File: config.mk
export PLATFORM = sky130hd
export DESIGN_NAME = hvmg_mult
export DESIGN_NICKNAME = d
export VERILOG_FILES = /design/src/sv/huber_vector_misfit_gradient_assert.svh /design/src/sv/hvmg_pkg.sv /design/src/sv/hvmg_mult.sv
export SDC_FILE = /design/constraint.sdc
export NUM_CORES = 2
export LEC_CHECK = 0
export ABC_AREA = 1
export BUFFER_PORTS_ARGS = -buffer_cell sky130_fd_sc_hd__buf_4
export CAP_MARGIN = 20
export CORE_ASPECT_RATIO = 1.1
export CORE_UTILIZATION = 65
export DETAILED_ROUTE_END_ITERATION = 8
export PLACE_DENSITY_LB_ADDON = 0.05
export SLEW_MARGIN = 10
export SYNTH_ARGS = -nofsm -noshare
export SYNTH_HDL_FRONTEND = slang
export SYNTH_SLANG_ARGS = --single-unit
File: constraint.sdc
create_clock -name clk_i -period 16.51 [get_ports clk_i]
set_clock_uncertainty 0.2 [all_clocks]
set_input_delay 1.651 -clock clk_i [delete_from_list [all_inputs] [get_ports clk_i]]
set_output_delay 1.651 -clock clk_i [all_outputs]
set_load 0.005 [all_outputs]
File: src/sv/huber_vector_misfit_gradient_assert.svh
// ----------------------------------------------------------------------------
// Huber vector misfit assertion macros
// Shared property templates for the block's checks, clocked on clk_i and
// disabled during reset.
// ----------------------------------------------------------------------------
`ifndef HUBER_VECTOR_MISFIT_GRADIENT_ASSERT_SVH
`define HUBER_VECTOR_MISFIT_GRADIENT_ASSERT_SVH

// Same-cycle implication
`define HVMG_ASSERT_NOW(lbl, ante, cons) \
  lbl: assert property (@(posedge clk_i) disable iff (!rst_ni) (ante) |-> (cons)) \
    else $error("hvmg check failed");

// Next-cycle implication
`define HVMG_ASSERT_NXT(lbl, ante, cons) \
  lbl: assert property (@(posedge clk_i) disable iff (!rst_ni) (ante) |=> (cons)) \
    else $error("hvmg check failed");

`endif

File: src/sv/hvmg_pkg.sv
// ----------------------------------------------------------------------------
// Huber vector misfit package
// Types, constants and helper functions shared by the misfit/gradient block.
// ----------------------------------------------------------------------------
`default_nettype none

package hvmg_pkg;

  localparam int FRAC_BITS = 16;
  // Width of the shifted threshold dividend, delta << FRAC_BITS
  localparam int DIV_W     = 31 + FRAC_BITS;
  localparam int CNT_W     = $clog2(DIV_W + 1);
  localparam int SQRT_ITER = 32;

  // Configuration register indexes
  localparam logic [1:0] CFG_THRESHOLD = 2'd0;
  localparam logic [1:0] CFG_INV_NORM  = 2'd1;
  localparam logic [1:0] CFG_USE_WGT   = 2'd2;

  // Mul-shift operation codes, in issue order
  localparam logic [2:0] OP_TERM  = 3'd0;
  localparam logic [2:0] OP_FAC_U = 3'd1;
  localparam logic [2:0] OP_FAC_V = 3'd2;
  localparam logic [2:0] OP_WGT_U = 3'd3;
  localparam logic [2:0] OP_WGT_V = 3'd4;
  localparam logic [2:0] OP_INV_U = 3'd5;
  localparam logic [2:0] OP_INV_V = 3'd6;
  localparam logic [2:0] OP_TOTAL = 3'd7;

  typedef struct packed {
    logic signed [31:0] res_u;
    logic signed [31:0] res_v;
    logic [31:0]        weight;
    logic               last;
  } hvmg_in_t;

  typedef struct packed {
    logic signed [31:0] grad_u;
    logic signed [31:0] grad_v;
    logic [62:0]        misfit_total;
    logic               sum_valid;
  } hvmg_out_t;

  typedef struct packed {
    logic [31:0] a;
    logic [31:0] b;
  } hvmg_mul_op_t;

  // Apply sign to a magnitude and saturate to 32 bits
  function automatic logic signed [31:0] sat32(input logic [63:0] mag, input logic neg);
    logic signed [31:0] r;
    if (neg) begin
      if (mag >= 64'h0000_0000_8000_0000) r = 32'sh8000_0000;
      else r = -$signed(mag[31:0]);
    end else begin
      if (|mag[63:31]) r = 32'sh7FFF_FFFF;
      else r = $signed(mag[31:0]);
    end
    return r;
  endfunction

endpackage

`default_nettype wire

File: src/sv/hvmg_mult.sv
// ----------------------------------------------------------------------------
// Huber vector misfit shared multiplier
// One 32x32 unsigned multiplier with a registered product.
// ----------------------------------------------------------------------------
`default_nettype none

module hvmg_mult (
  input  wire logic                  clk_i,
  input  wire hvmg_pkg::hvmg_mul_op_t op_i,
  output logic [63:0]                prod_o
);
  import hvmg_pkg::*;

  logic [63:0] prod_q;

  // Register the product every cycle
  always_ff @(posedge clk_i) begin
    prod_q <= {32'd0, op_i.a} * {32'd0, op_i.b};
  end

  assign prod_o = prod_q;

endmodule

`default_nettype wire

After elaboration in Yosys (flattened, before gate mapping)

Cells that the tools add are included.

Flip-flop bits (word level): 64
Bits of input ports: 65
Output and inout port bits: 64

Multiply operators: 1

Operators by type and width:

| cell             | count |
|---|---|
| $mul A32 B32 Y64 | 1 |

Depth between registers and ports, before layout

Word-level depth: 1
Mapped depth: 30

Worst setup path before layout

No wires, ideal clock.

Kind: input -> register
Start: input port op_i[57] (netlist name)
End: register prod_q[60] (netlist: prod_o[60])
Arrival: 7.353 ns
Path slack: 8.845 ns
Stages: 26
Buffers on the path: 1
Cell sequence: clkbuf_1 -> nand2_1 -> fa_1 -> inv_1 -> fa_1 -> inv_1 -> fa_1 -> inv_1 -> fa_1 -> fa_1 -> fa_1 -> fa_1 -> inv_1 -> fa_1 -> inv_1 -> ha_1 -> nand2_1 -> nand2_1 -> a21oi_1 -> nand2_1 -> nand2_1 -> nand2_1 -> a21oi_1 -> nand2_1 -> nand2_1 -> nand2_1

Word-level cells in the longest chain between the ends: 1

RTL lines:

| what                   | line            | text |
|---|---|---|
| start: declaration     | hvmg_mult.sv:9  | `input wire hvmg_pkg::hvmg_mul_op_t op_i,` |
| $mul A32 B32 Y64       | hvmg_mult.sv:18 | `prod_q <= {32'd0, op_i.a} * {32'd0, op_i.b};` |
| end signal: assignment | hvmg_mult.sv:18 |  |
| end: declaration       | hvmg_mult.sv:14 | `logic [63:0] prod_q;` |

No other way between the ends.

Final worst setup path

Start: input port op_i[51] (netlist name)
End: register prod_q[52] (netlist: prod_o[52])

Same word-level chain as after synthesis.

==> impl_metrics.py <==
metrics = {
    "logic_synthesis": {
        "syn_avg_cell_area_um2": 7.446,
        "netlist_area_mm2": 0.03740,
        "synth-seq-cells": 64,
        "ys_types": 23,
        "synth_warnings": 0,
        "postSynthCellCount": 5023,
        "seq_area_frac_synth_pct": 3.426,
        "syn_nets": 6247,
    },
    "layout": {
        "largest_reg_flops": 64,
        "layout_commonest_cell": "inv_1",
        "final_cell_mix": "1,723 x inv_1, 1,566 x nand2_1, 896 x fa_1",
        "num-nets-final": 6194,
        "synthToLayoutAreaGrowth_pct": 3.937,
        "finalInstanceArea_mm2": 0.03887,
        "diodes": 0,
        "drive_gt1_share_pct": 4.181,
    },
    "route": {
        "via_per_inst": 5.165,
        "drc_errors": 0,
        "drtIter0Drc": 2236,
        "wl_per_cell_um": 17.31,
        "drt-total-wl_mm": 98.98,
        "drt_first_pass_iters": 6,
        "num_vias": 29540,
        "ant_nets": 0,
    },
    "place": {
        "port_buffers": 128,
        "hpwl_mm": 81.07,
        "postPlaceCellArea_mm2": 0.03857,
        "gp_congestion": 0.9713,
    },
    "cts": {
        "htree_levels": 3,
        "cts_inserted_buffers": 9,
        "cts_sinks": 64,
        "cts_tree": "yes",
        "path_clk_slew_ns": 0.06,
        "cts_root_buffer": "clkbuf_16",
        "hold_buffers": 0,
        "clock_path_buffers": 2,
        "postCtsSetupRepairBufs": 0,
        "ctsResizeCount": 0,
    },
    "global_route": {
        "track_usage_pct": 36.12,
        "grt_pass1_wl_mm": 162.6,
        "antenna_found_initial": 0,
        "grt_pass1_vias": 30900,
        "grt-ovfl-total": 0,
        "grt_max_degree": 33,
    },
    "run_status": {
        "outcome": "complete, no violations",
    },
    "sta": {
        "hold_viol_final": 0,
        "worst_pin_slew_ns": 0.5612,
        "fmax_mhz": 122.2,
        "slew_violations": 0,
        "setup-tns-final_ns": 0,
        "min_period_ns": 8.186,
        "setup_viol": 0,
        "period_share_pct": 49.58,
        "maxSlewHeadroom_pct": 62.59,
        "rsz0062_at_grt": "false",
    },
    "critical_path": {
        "cp_common_cell": "fa_1",
        "endpoint_kind": "flip-flop",
        "cp_data_arrival_time_ns": 8.22,
        "critPathMaxFanout": 32,
        "cp_cell_sequence": "buf_4 > nand2_1 > inv_1 > fa_1 > fa_1 > inv_1 > fa_1 > fa_1 > inv_1 > fa_1 > fa_1 > fa_1 > fa_1 > ha_1 > nand2_1 > nor2_1 > inv_2 > nor3_2 > nand2_1 > nor2_1 > nand2_1 > nand4_1 > nand2_1",
        "critPathMaxStageDelay_ns": 0.57,
        "critPathTopFamily": "adder cells",
        "cp_num_buf_inv": 5,
        "worstPathRequired_ns": 16.55,
        "path_class": "input port to flip-flop",
        "critPathSlowestCell": "fa_1",
        "startpoint_type": "input port",
    },
    "worst_hold_path": {
        "holdPathEnd": "prod_o[0]$_DFF_P_",
        "whs_path_depth": 3,
        "worstHoldStart": "op_i[0]",
        "worstHoldPathType": "input port to flip-flop",
    },
    "floorplanning": {
        "die_w_um": 230.7,
        "num_rows": 91,
        "die_area_mm2": 0.05850,
        "ios": 129,
        "die_h_um": 253.6,
        "core_area_mm2": 0.05647,
        "start_util_pct": 66.23,
    },
    "run": {
        "drv_cap": 0,
    },
}
## worst min-delay path, delay by kind of cell
kind          cells  cell delay (ns)
buf+inv           2             0.27
simple gates      1             0.12
## through the flow
step           hold WS [ns]  utilization [%]  setup WS [ns]  std cells
6_report              1.545            68.83          8.324       5719
5_1_grt               1.584            68.83          8.063       5719
4_1_cts               1.542            68.83          8.412       5719
3_5_place_dp          1.830            68.30          8.087       5703
3_3_place_gp          1.831            68.30          8.108       5703
2_1_floorplan         1.549                -          8.845       5023
## area by class of cell
type	count	area (µm²)
multi-input combinational	3032	28890
fill	4983	17600
inverter	1735	6513
sequential	64	1281
timing repair buffer	128	960.9
tap	744	930.9
clock buffer	9	225.2
clock inverter	7	76.32
## how the worst max path moves through the flow
stage                         endpoint  depth (start not counted)  startpoint  slack (ns)
finish              prod_o[52]$_DFF_P_                         23    op_i[51]        8.32
global route        prod_o[61]$_DFF_P_                         23    op_i[50]        8.06
CTS                 prod_o[52]$_DFF_P_                         23    op_i[51]        8.41
detailed placement  prod_o[62]$_DFF_P_                         23    op_i[51]        8.09
global placement    prod_o[52]$_DFF_P_                         23    op_i[39]        8.11
floorplan           prod_o[60]$_DFF_P_                         26    op_i[57]        8.84
## routing by layer
layer	share of wire [%]	up-vias	global-route usage, %	wire length [µm]
met1	38	14700	46.02	37940
met3	6.8	246	4.219	6714
met4	4.7	0	14.76	4641
met5	0	-	0	0
li1	-	13510	-	-
met2	50	1084	62.81	49680
## Yosys cell counts
cell | n | share of area, %
o21ai_0 | 2 | 0.027
inv_1 | 1723 | 17
nand3_1 | 56 | 0.75
nor2_2 | 14 | 0.23
xor2_1 | 33 | 0.77
fa_1 | 896 | 48
nand4_1 | 16 | 0.27
nor3_4 | 1 | 0.044
nand2_1 | 1566 | 16
xnor2_1 | 2 | 0.047
nand2_2 | 15 | 0.25
inv_2 | 12 | 0.12
nand3_2 | 9 | 0.24
o21bai_2 | 1 | 0.030
nor3_1 | 11 | 0.15
o21bai_1 | 11 | 0.22
nor3_2 | 6 | 0.16
dfxtp_1 | 64 | 3.4
nor2_4 | 6 | 0.18
clkbuf_1 | 192 | 1.9
ha_1 | 263 | 8.8
a21oi_1 | 43 | 0.58
nor2_1 | 81 | 0.81
## cell families (layout without fill, tap and decap cells)
logic type | Yosys count | after routing | synth area share [%]
compound gates | 57 | 57 | 0.8531
xor+xnor | 35 | 35 | 0.8196
fa+ha+maj | 1159 | 1159 | 56.76
buf+inv | 1927 | 1879 | 19.34
flops | 64 | 64 | 3.426
simple gates | 1781 | 1781 | 18.80
Power is left out: the tool's default activity adds up to more than one toggle a clock period on the data nets, which glitch-free logic cannot reach.
